### src/rtl/cphh_pkg.sv
// ----------------------------------------------------------------------------
// cphh_pkg: shared types and constants of the cascade heater controller
// Fixed-point widths, register indexes, tick codes and the structs passed
// between the configuration bank and the control datapath.
// ----------------------------------------------------------------------------
package cphh_pkg;

    // Fixed-point format of the gains and width of the error accumulator
    localparam int FRAC_BITS = 8;
    localparam int SUM_WIDTH = 32;

    // Field widths
    localparam int TEMP_W  = 16;   // signed Q8.8 sample
    localparam int TGT_W   = 15;   // unsigned Q7.8 setpoints and limits
    localparam int GAIN_W  = 16;
    localparam int DRIVE_W = 10;
    localparam int ERR_W   = 18;   // app_target - sample, and its first difference

    // Configuration port
    localparam int CFG_IDX_W  = 3;
    localparam int CFG_DATA_W = 16;

    // Stream payload widths, tdata in whole bytes
    localparam int IN_TDATA_W  = 24;  // sample_temp, running
    localparam int IN_TUSER_W  = 1;   // opcode
    localparam int OUT_TDATA_W = 32;  // heater_target_out, heater_drive_out

    // Register reset values
    localparam logic [TGT_W-1:0]   APP_TARGET_RST  = TGT_W'(9600);
    localparam logic [GAIN_W-1:0]  PROP_GAIN_RST   = GAIN_W'(2560);
    localparam logic [GAIN_W-1:0]  INTEG_GAIN_RST  = GAIN_W'(64);
    localparam logic [GAIN_W-1:0]  DERIV_GAIN_RST  = GAIN_W'(256);
    localparam logic [TGT_W-1:0]   OUTER_LIMIT_RST = TGT_W'(20480);
    localparam logic [DRIVE_W-1:0] DRIVE_LIMIT_RST = DRIVE_W'(800);

    typedef enum logic [CFG_IDX_W-1:0] {
        CFG_APP_TARGET  = 3'd0,
        CFG_PROP_GAIN   = 3'd1,
        CFG_INTEG_GAIN  = 3'd2,
        CFG_DERIV_GAIN  = 3'd3,
        CFG_OUTER_LIMIT = 3'd4,
        CFG_DRIVE_LIMIT = 3'd5
    } cfg_idx_t;

    typedef enum logic {
        OP_OUTER = 1'b0,
        OP_INNER = 1'b1
    } opcode_t;

    typedef struct packed {
        logic [TGT_W-1:0]   app_target;
        logic [GAIN_W-1:0]  prop_gain;
        logic [GAIN_W-1:0]  integ_gain_period;
        logic [GAIN_W-1:0]  deriv_gain_over_period;
        logic [TGT_W-1:0]   outer_limit;
        logic [DRIVE_W-1:0] drive_limit;
    } cfg_t;

    typedef struct packed {
        opcode_t                  opcode;
        logic signed [TEMP_W-1:0] sample_temp;
        logic                     running;
    } item_t;

    typedef struct packed {
        logic [TGT_W-1:0]   heater_target;
        logic [DRIVE_W-1:0] heater_drive;
    } res_t;

endpackage

### src/rtl/cphh_cfg.sv
// ----------------------------------------------------------------------------
// cphh_cfg: configuration register bank
// Holds the six control registers; writes to unknown indexes are dropped.
// ----------------------------------------------------------------------------
module cphh_cfg
(
    input  logic                              clk,
    input  logic                              rst_n,
    input  logic                              cfg_valid,
    output logic                              cfg_ready,
    input  logic [cphh_pkg::CFG_IDX_W-1:0]    cfg_index,
    input  logic [cphh_pkg::CFG_DATA_W-1:0]   cfg_data,
    output cphh_pkg::cfg_t                    cfg
);
    import cphh_pkg::*;

    cfg_t cfg_reg;
    cfg_t cfg_next;

    assign cfg_ready = 1'b1;
    assign cfg      = cfg_reg;

    always_comb
    begin
        cfg_next = cfg_reg;
        if (cfg_valid)
        begin
            case (cfg_idx_t'(cfg_index))
                CFG_APP_TARGET:  cfg_next.app_target             = cfg_data[TGT_W-1:0];
                CFG_PROP_GAIN:   cfg_next.prop_gain              = cfg_data[GAIN_W-1:0];
                CFG_INTEG_GAIN:  cfg_next.integ_gain_period      = cfg_data[GAIN_W-1:0];
                CFG_DERIV_GAIN:  cfg_next.deriv_gain_over_period = cfg_data[GAIN_W-1:0];
                CFG_OUTER_LIMIT: cfg_next.outer_limit            = cfg_data[TGT_W-1:0];
                CFG_DRIVE_LIMIT: cfg_next.drive_limit            = cfg_data[DRIVE_W-1:0];
                default:         cfg_next = cfg_reg;
            endcase
        end
    end

    always_ff @(posedge clk or negedge rst_n)
    begin
        if (!rst_n)
        begin
            cfg_reg.app_target             <= APP_TARGET_RST;
            cfg_reg.prop_gain              <= PROP_GAIN_RST;
            cfg_reg.integ_gain_period      <= INTEG_GAIN_RST;
            cfg_reg.deriv_gain_over_period <= DERIV_GAIN_RST;
            cfg_reg.outer_limit            <= OUTER_LIMIT_RST;
            cfg_reg.drive_limit            <= DRIVE_LIMIT_RST;
        end
        else
        begin
            cfg_reg <= cfg_next;
        end
    end

endmodule

### src/rtl/cphh_pid.sv
// ----------------------------------------------------------------------------
// cphh_pid: control datapath and loop state
// Outer tick: PID step with clamping anti-windup. Inner tick: bang-bang drive.
// State advances on step; res_next is the state after this item.
// ----------------------------------------------------------------------------
module cphh_pid
(
    input  logic            clk,
    input  logic            rst_n,
    input  logic            step,
    input  cphh_pkg::item_t item,
    input  cphh_pkg::cfg_t  cfg,
    output cphh_pkg::res_t  res_next
);
    import cphh_pkg::*;

    localparam int TERM_W = ERR_W + GAIN_W + 1;            // gain x error product
    localparam int PROD_W = SUM_WIDTH + GAIN_W + 1;        // gain x error sum product
    localparam int TOT_W  = ((PROD_W > 63) ? PROD_W : 63) + 1;
    localparam logic signed [TOT_W-1:0] TERM_CAP = signed'(TOT_W'(1) << 61);
    localparam logic signed [SUM_WIDTH-1:0] SUM_MAX = signed'({1'b0, {(SUM_WIDTH-1){1'b1}}});
    localparam logic signed [SUM_WIDTH-1:0] SUM_MIN = signed'({1'b1, {(SUM_WIDTH-1){1'b0}}});

    logic signed [SUM_WIDTH-1:0] error_sum_reg,     error_sum_next;
    logic signed [ERR_W-1:0]     last_error_reg,    last_error_next;
    logic [TGT_W-1:0]            heater_target_reg, heater_target_next;
    logic [DRIVE_W-1:0]          heater_drive_reg,  heater_drive_next;

    logic signed [ERR_W-1:0]     err;
    logic signed [ERR_W-1:0]     diff;
    logic signed [SUM_WIDTH:0]   sum_wide;
    logic signed [SUM_WIDTH-1:0] sum_sat;
    logic signed [PROD_W-1:0]    iterm_raw;
    logic signed [TOT_W-1:0]     iterm_ext;
    logic signed [TOT_W-1:0]     iterm;
    logic signed [TERM_W-1:0]    pterm;
    logic signed [TERM_W-1:0]    dterm;
    logic signed [TOT_W-1:0]     total;
    logic [TOT_W-1:0]            outv;
    logic                        over;
    logic                        hot;

    // Error terms
    assign err  = signed'({{(ERR_W-TGT_W){1'b0}}, cfg.app_target})
                - signed'({{(ERR_W-TEMP_W){item.sample_temp[TEMP_W-1]}}, item.sample_temp});
    assign diff = err - last_error_reg;

    // Saturating accumulate
    assign sum_wide = signed'({error_sum_reg[SUM_WIDTH-1], error_sum_reg})
                    + signed'({{(SUM_WIDTH+1-ERR_W){err[ERR_W-1]}}, err});

    always_comb
    begin
        if (sum_wide[SUM_WIDTH] != sum_wide[SUM_WIDTH-1])
            sum_sat = sum_wide[SUM_WIDTH] ? SUM_MIN : SUM_MAX;
        else
            sum_sat = sum_wide[SUM_WIDTH-1:0];
    end

    // Three gain products, integral one capped at +-2^61
    assign iterm_raw = PROD_W'(signed'({1'b0, cfg.integ_gain_period})) * PROD_W'(sum_sat);
    assign pterm     = TERM_W'(signed'({1'b0, cfg.prop_gain})) * TERM_W'(err);
    assign dterm     = TERM_W'(signed'({1'b0, cfg.deriv_gain_over_period})) * TERM_W'(diff);
    assign iterm_ext = TOT_W'(iterm_raw);

    always_comb
    begin
        priority if (iterm_ext > TERM_CAP)
            iterm = TERM_CAP;
        else if (iterm_ext < -TERM_CAP)
            iterm = -TERM_CAP;
        else
            iterm = iterm_ext;
    end

    assign total = iterm + TOT_W'(pterm) + TOT_W'(dterm);
    assign outv  = unsigned'(total) >> FRAC_BITS;
    assign over  = outv > TOT_W'(cfg.outer_limit);

    // Heater sample below the target turns heating on
    assign hot = signed'({1'b0, heater_target_reg}) > item.sample_temp;

    always_comb
    begin
        error_sum_next     = error_sum_reg;
        last_error_next    = last_error_reg;
        heater_target_next = heater_target_reg;
        heater_drive_next  = heater_drive_reg;
        unique case (item.opcode)
            OP_OUTER:
            begin
                if (item.running)
                begin
                    last_error_next = err;
                    priority if (total[TOT_W-1])
                    begin
                        heater_target_next = '0;
                        error_sum_next     = sum_sat;
                    end
                    else if (over)
                    begin
                        // Overshoot: clamp and leave the sum where it was
                        heater_target_next = cfg.outer_limit;
                    end
                    else
                    begin
                        heater_target_next = outv[TGT_W-1:0];
                        error_sum_next     = sum_sat;
                    end
                end
            end
            OP_INNER:
            begin
                heater_drive_next = (item.running && hot) ? cfg.drive_limit : '0;
            end
        endcase
    end

    assign res_next.heater_target = heater_target_next;
    assign res_next.heater_drive  = heater_drive_next;

    always_ff @(posedge clk or negedge rst_n)
    begin
        if (!rst_n)
        begin
            error_sum_reg     <= '0;
            last_error_reg    <= '0;
            heater_target_reg <= APP_TARGET_RST;
            heater_drive_reg  <= '0;
        end
        else if (step)
        begin
            error_sum_reg     <= error_sum_next;
            last_error_reg    <= last_error_next;
            heater_target_reg <= heater_target_next;
            heater_drive_reg  <= heater_drive_next;
        end
    end

endmodule

### src/rtl/cascade_pid_bang_bang_heater.sv
// ----------------------------------------------------------------------------
// cascade_pid_bang_bang_heater: two-loop temperature controller
// Outer PID loop sets the heater target; inner bang-bang loop drives the heater.
// ----------------------------------------------------------------------------
// Every input transfer yields exactly one output transfer carrying the heater
// target and heater drive as they stand after that item. An item with opcode
// 0 (outer tick) runs one PID step on the chamber sample against app_target:
// the error sum saturates at 32 bits, the output is clamped to
// [0, outer_limit], and on an overshoot the sum is left unchanged. An item
// with opcode 1 (inner tick) sets the drive to drive_limit while the target
// is above the heater sample, else to 0. With running low, outer ticks change
// nothing and inner ticks force the drive to 0. Samples are signed Q8.8,
// setpoints and targets unsigned Q7.8, gains unsigned Q8.8. The block takes one
// item per clock while the output is taken: each item passes through the input
// register, where the PID math (three gain multiplies, one add tree, one clamp
// compare) runs, and then sits in the output register until taken; the input
// side keeps accepting while the output register is drained in the same cycle.
// Output valid rises once the item has moved from the input register into the
// output register. Write the configuration port only while the block is idle.
// ----------------------------------------------------------------------------
module cascade_pid_bang_bang_heater
(
    input  logic                               clk,
    input  logic                               rst_n,

    input  logic                               s_tvalid,
    output logic                               s_tready,
    input  logic [cphh_pkg::IN_TDATA_W-1:0]    s_tdata,   // [15:0] sample_temp, [16] running
    input  logic [cphh_pkg::IN_TUSER_W-1:0]    s_tuser,   // [0] opcode

    output logic                               m_tvalid,
    input  logic                               m_tready,
    output logic [cphh_pkg::OUT_TDATA_W-1:0]   m_tdata,   // [14:0] heater_target_out,
                                                          // [24:15] heater_drive_out

    input  logic                               cfg_valid,
    output logic                               cfg_ready,
    input  logic [cphh_pkg::CFG_IDX_W-1:0]     cfg_index,
    input  logic [cphh_pkg::CFG_DATA_W-1:0]    cfg_data
);
    import cphh_pkg::*;

    cfg_t  cfg;
    item_t in_item_reg;
    logic  in_valid_reg;
    res_t  res_next;
    res_t  out_res_reg;
    logic  out_valid_reg;
    logic  advance;

    // Move the held item into the output register when that slot is free
    // or being drained in this cycle
    assign advance  = in_valid_reg && (!out_valid_reg || m_tready);
    assign s_tready = !in_valid_reg || advance;

    // Input register
    always_ff @(posedge clk or negedge rst_n)
    begin
        if (!rst_n)
            in_valid_reg <= 1'b0;
        else if (s_tready)
            in_valid_reg <= s_tvalid;
    end

    always_ff @(posedge clk)
    begin
        if (s_tready && s_tvalid)
        begin
            in_item_reg.opcode      <= opcode_t'(s_tuser[0]);
            in_item_reg.sample_temp <= signed'(s_tdata[TEMP_W-1:0]);
            in_item_reg.running     <= s_tdata[TEMP_W];
        end
    end

    cphh_cfg u_cfg
    (
        .clk       (clk),
        .rst_n     (rst_n),
        .cfg_valid (cfg_valid),
        .cfg_ready (cfg_ready),
        .cfg_index (cfg_index),
        .cfg_data  (cfg_data),
        .cfg       (cfg)
    );

    // Loop state updates in the same cycle the item leaves the input register
    cphh_pid u_pid
    (
        .clk      (clk),
        .rst_n    (rst_n),
        .step     (advance),
        .item     (in_item_reg),
        .cfg      (cfg),
        .res_next (res_next)
    );

    // Output register: hold the result until the transfer completes
    always_ff @(posedge clk or negedge rst_n)
    begin
        if (!rst_n)
            out_valid_reg <= 1'b0;
        else if (advance)
            out_valid_reg <= 1'b1;
        else if (m_tready)
            out_valid_reg <= 1'b0;
    end

    always_ff @(posedge clk)
    begin
        if (advance)
            out_res_reg <= res_next;
    end

    assign m_tvalid = out_valid_reg;
    assign m_tdata  = {{(OUT_TDATA_W - TGT_W - DRIVE_W){1'b0}},
                       out_res_reg.heater_drive, out_res_reg.heater_target};

endmodule

### config.mk
export PLATFORM = sky130hd
export DESIGN_NAME = cascade_pid_bang_bang_heater
export DESIGN_NICKNAME = d
export VERILOG_FILES = /design/src/rtl/cphh_pkg.sv /design/src/rtl/cphh_cfg.sv /design/src/rtl/cphh_pid.sv /design/src/rtl/cascade_pid_bang_bang_heater.sv
export SDC_FILE = /design/constraint.sdc
export NUM_CORES = 2
export LEC_CHECK = 0
export BUFFER_PORTS_ARGS = -buffer_cell sky130_fd_sc_hd__buf_2
export CORE_UTILIZATION = 60
export DETAILED_ROUTE_END_ITERATION = 10
export GPL_ROUTABILITY_DRIVEN = 1
export MAX_ROUTING_LAYER = met4
export PLACE_DENSITY = 0.82
export SLEW_MARGIN = 20
export SYNTH_ARGS = -nofsm -noshare
export SYNTH_HDL_FRONTEND = slang
export SYNTH_SLANG_ARGS = --single-unit
export TNS_END_PERCENT = 30
### constraint.sdc
create_clock -name clk -period 40.8 [get_ports clk]
set_input_delay 2.04 -clock clk [delete_from_list [all_inputs] [get_ports clk]]
set_output_delay 2.04 -clock clk [all_outputs]
set_load 0.01 [all_outputs]
==> flow_summary.json <==
{
  "root_buffer": "clkbuf_16",
  "io_pins": 84,
  "drc": 0,
  "overflow": 0,
  "yosysSeqAreaShare": 0.0995,
  "hpwl_um": 112000,
  "drt_iter0_markers": 3003,
  "cp_data_arrival_time_ns": 23.92,
  "wirelength_um": 139000,
  "antenna_found_initial": 1,
  "path_class": "register to register",
  "netlist_area_um2": 54400,
  "slowest_stage": "or4_1",
  "dieArea_um2": 91900,
  "rsz0062_at_grt": "false",
  "netlist_instances": 5937,
  "clkTransAtPathRegs_ns": 0.06,
  "cp.required_ns": 41.24,
  "cts_resized": 0,
  "tightest_slew_ns": 1.10,
  "fin_skew_ns": 0.0159,
  "area_growth_pct": 4.64,
  "synth_edf_count": 43,
  "crit_path_end_kind": "register",
  "core-area_um2": 89900,
  "first_pass_iters": 6,
  "synth_warnings": 0,
  "maxSlewHeadroom": 0.266,
  "cts_hold_buf": 0,
  "vias": 40400,
  "synthArstFlopShare": 0.792,
  "cts_inserted_buffers": 25,
  "grt_max_degree": 72,
  "slowest_delay_ns": 0.97,
  "final_core_util": 0.634,
  "cp_max_fo": 36,
  "dieHeight_um": 303,
  "final.setup.tns_ns": 0,
  "avgSynthCellArea_um2": 9.17,
  "start_util": 0.606,
  "hold_class": "register to register",
  "io_buffers": 68,
  "clock_sinks": 207,
  "grt_pass1_vias": 43500,
  "hold_violations": 0,
  "status": "finished, final reports clean",
  "clock_path_buffers": 3,
  "max_freq_mhz": 42.6,
  "largest_reg_flops": 88,
  "ant_nets": 0,
  "ys.flop_type": "dfrtp_1",
  "drv_cap": 0,
  "cp_top_family": "compound AO/OA/AOI/OAI gates",
  "synth-seq-cells": 207,
  "routedWlPerCell_um": 19.6,
  "setup_viol": 0,
  "min_period_ns": 23.47,
  "drv_slew": 0,
  "fin_crit_sh": 0.575,
  "cts_tree": "done",
  "die_w_um": 303,
  "grt_use_total": 0.329,
  "layout_commonest_cell": "inv_1",
  "gp_congestion": 0.973,
  "clkLatencyLatePin_ns": 0.57,
  "start_kind": "register",
  "rows": 110,
  "nNetsFinal": 7521,
  "grt_first_pass_wirelength_um": 228000,
  "layout-drive-gt1-share": 0.0586,
  "final_cell_mix": "inv_1, fa_1, nand2_1, ha_1, and2_1",
  "htree_levels": 1,
  "cp_num_buf_inv": 13,
  "synth_cell_types": 82,
  "via_per_inst": 5.70,
  "postCtsSetupBuffers": 0
}
[worst register-to-register path: cells and delay by family, from the launching register on]
family,cells,cell delay [ns]
compound gates,36,8.62
fa+ha+maj,15,6.70
simple gates,15,4.67
buf+inv,13,1.93
xor+xnor,3,0.48
mux,1,0.47
flops,1,0.44
[metrics by stage]
step                      cell area (um2)  std cells  hold slack, ns  worst slack [ns]
after floorplan                     54400       5943           0.450             21.24
after global placement              56100       7032           0.464             18.10
after detailed placement            56100       7032           0.482             17.75
after CTS                           56900       7078           0.496             17.66
after global routing                56900       7081           0.510             16.37
final                               57000       7082           0.495             17.33
[synthesized netlist by cell type, types with 17 or more instances]
master | n | area [um2]
xor2_1 | 48 | 420
nor2b_1 | 70 | 438
nand3_1 | 39 | 195
a21o_1 | 73 | 548
o21ai_0 | 157 | 786
dfstp_2 | 17 | 447
o21a_1 | 20 | 150
edfxtp_1 | 43 | 1290
a21oi_1 | 168 | 841
and2_1 | 409 | 2560
o21ai_1 | 36 | 180
nor3_1 | 28 | 140
nand2b_1 | 48 | 300
mux2_1 | 33 | 372
a31oi_1 | 20 | 125
inv_1 | 1435 | 5390
clkbuf_1 | 211 | 792
nand2_1 | 779 | 2920
xnor2_1 | 104 | 911
nand4_1 | 29 | 181
o21bai_1 | 37 | 278
mux2_2 | 86 | 968
nor2_1 | 97 | 364
fa_1 | 1137 | 22800
ha_1 | 451 | 5640
dfrtp_1 | 147 | 3680
mux2i_1 | 20 | 200
[routing by layer]
| layer | vias to the layer above | global-route usage | wire, um |
|---|---|---|---|
| met5 | - | - | 0 |
| met4 | 0 | 0.171 | 8410 |
| met3 | 396 | 0.0414 | 10200 |
| met2 | 1691 | 0.526 | 66600 |
| met1 | 20500 | 0.411 | 53600 |
| li1 | 17800 | - | - |
[worst paths after layout]
kind                                         from                   endpoint  slack [ns]  cells after the start
max                                in_item_reg[2]     u_pid.error_sum_reg[6]       17.33                     83
min                        u_pid.error_sum_reg[0]     u_pid.error_sum_reg[0]        0.49                      1
max reg2reg                        in_item_reg[2]     u_pid.error_sum_reg[6]       17.33                     83
min reg2reg                u_pid.error_sum_reg[0]     u_pid.error_sum_reg[0]        0.49                      1
max in group asynchronous                   rst_n  u_pid.heater_drive_reg[6]       38.16                      2
min in group asynchronous                   rst_n              u_cfg.cfg[26]        1.36                      1
[kinds of logic after synthesis]
family | Yosys count | synth area share
adders and majority gates | 1588 | 0.522
xor gates and xnor gates | 152 | 0.0245
muxes | 139 | 0.0283
and+or+nand+nor | 1559 | 0.138
DFF | 207 | 0.0995
other | 2 | 0.000138
AOI/OAI and AO/OA | 618 | 0.0709
buffers and inverters | 1672 | 0.116
[layout make-up]
class                   count  area, um2
inverters                1435       5390
fillers                  7130      32900
diodes                      3       7.51
repair buffers            151        973
multi-input cells        4064      42900
flip-flops and latches    207       5420
well taps                1176       1470
clock buffers              38        724
clock inverters             8        118
Power is left out: the tool's default activity adds up to more than one toggle a clock period on the data nets, which glitch-free logic cannot reach.
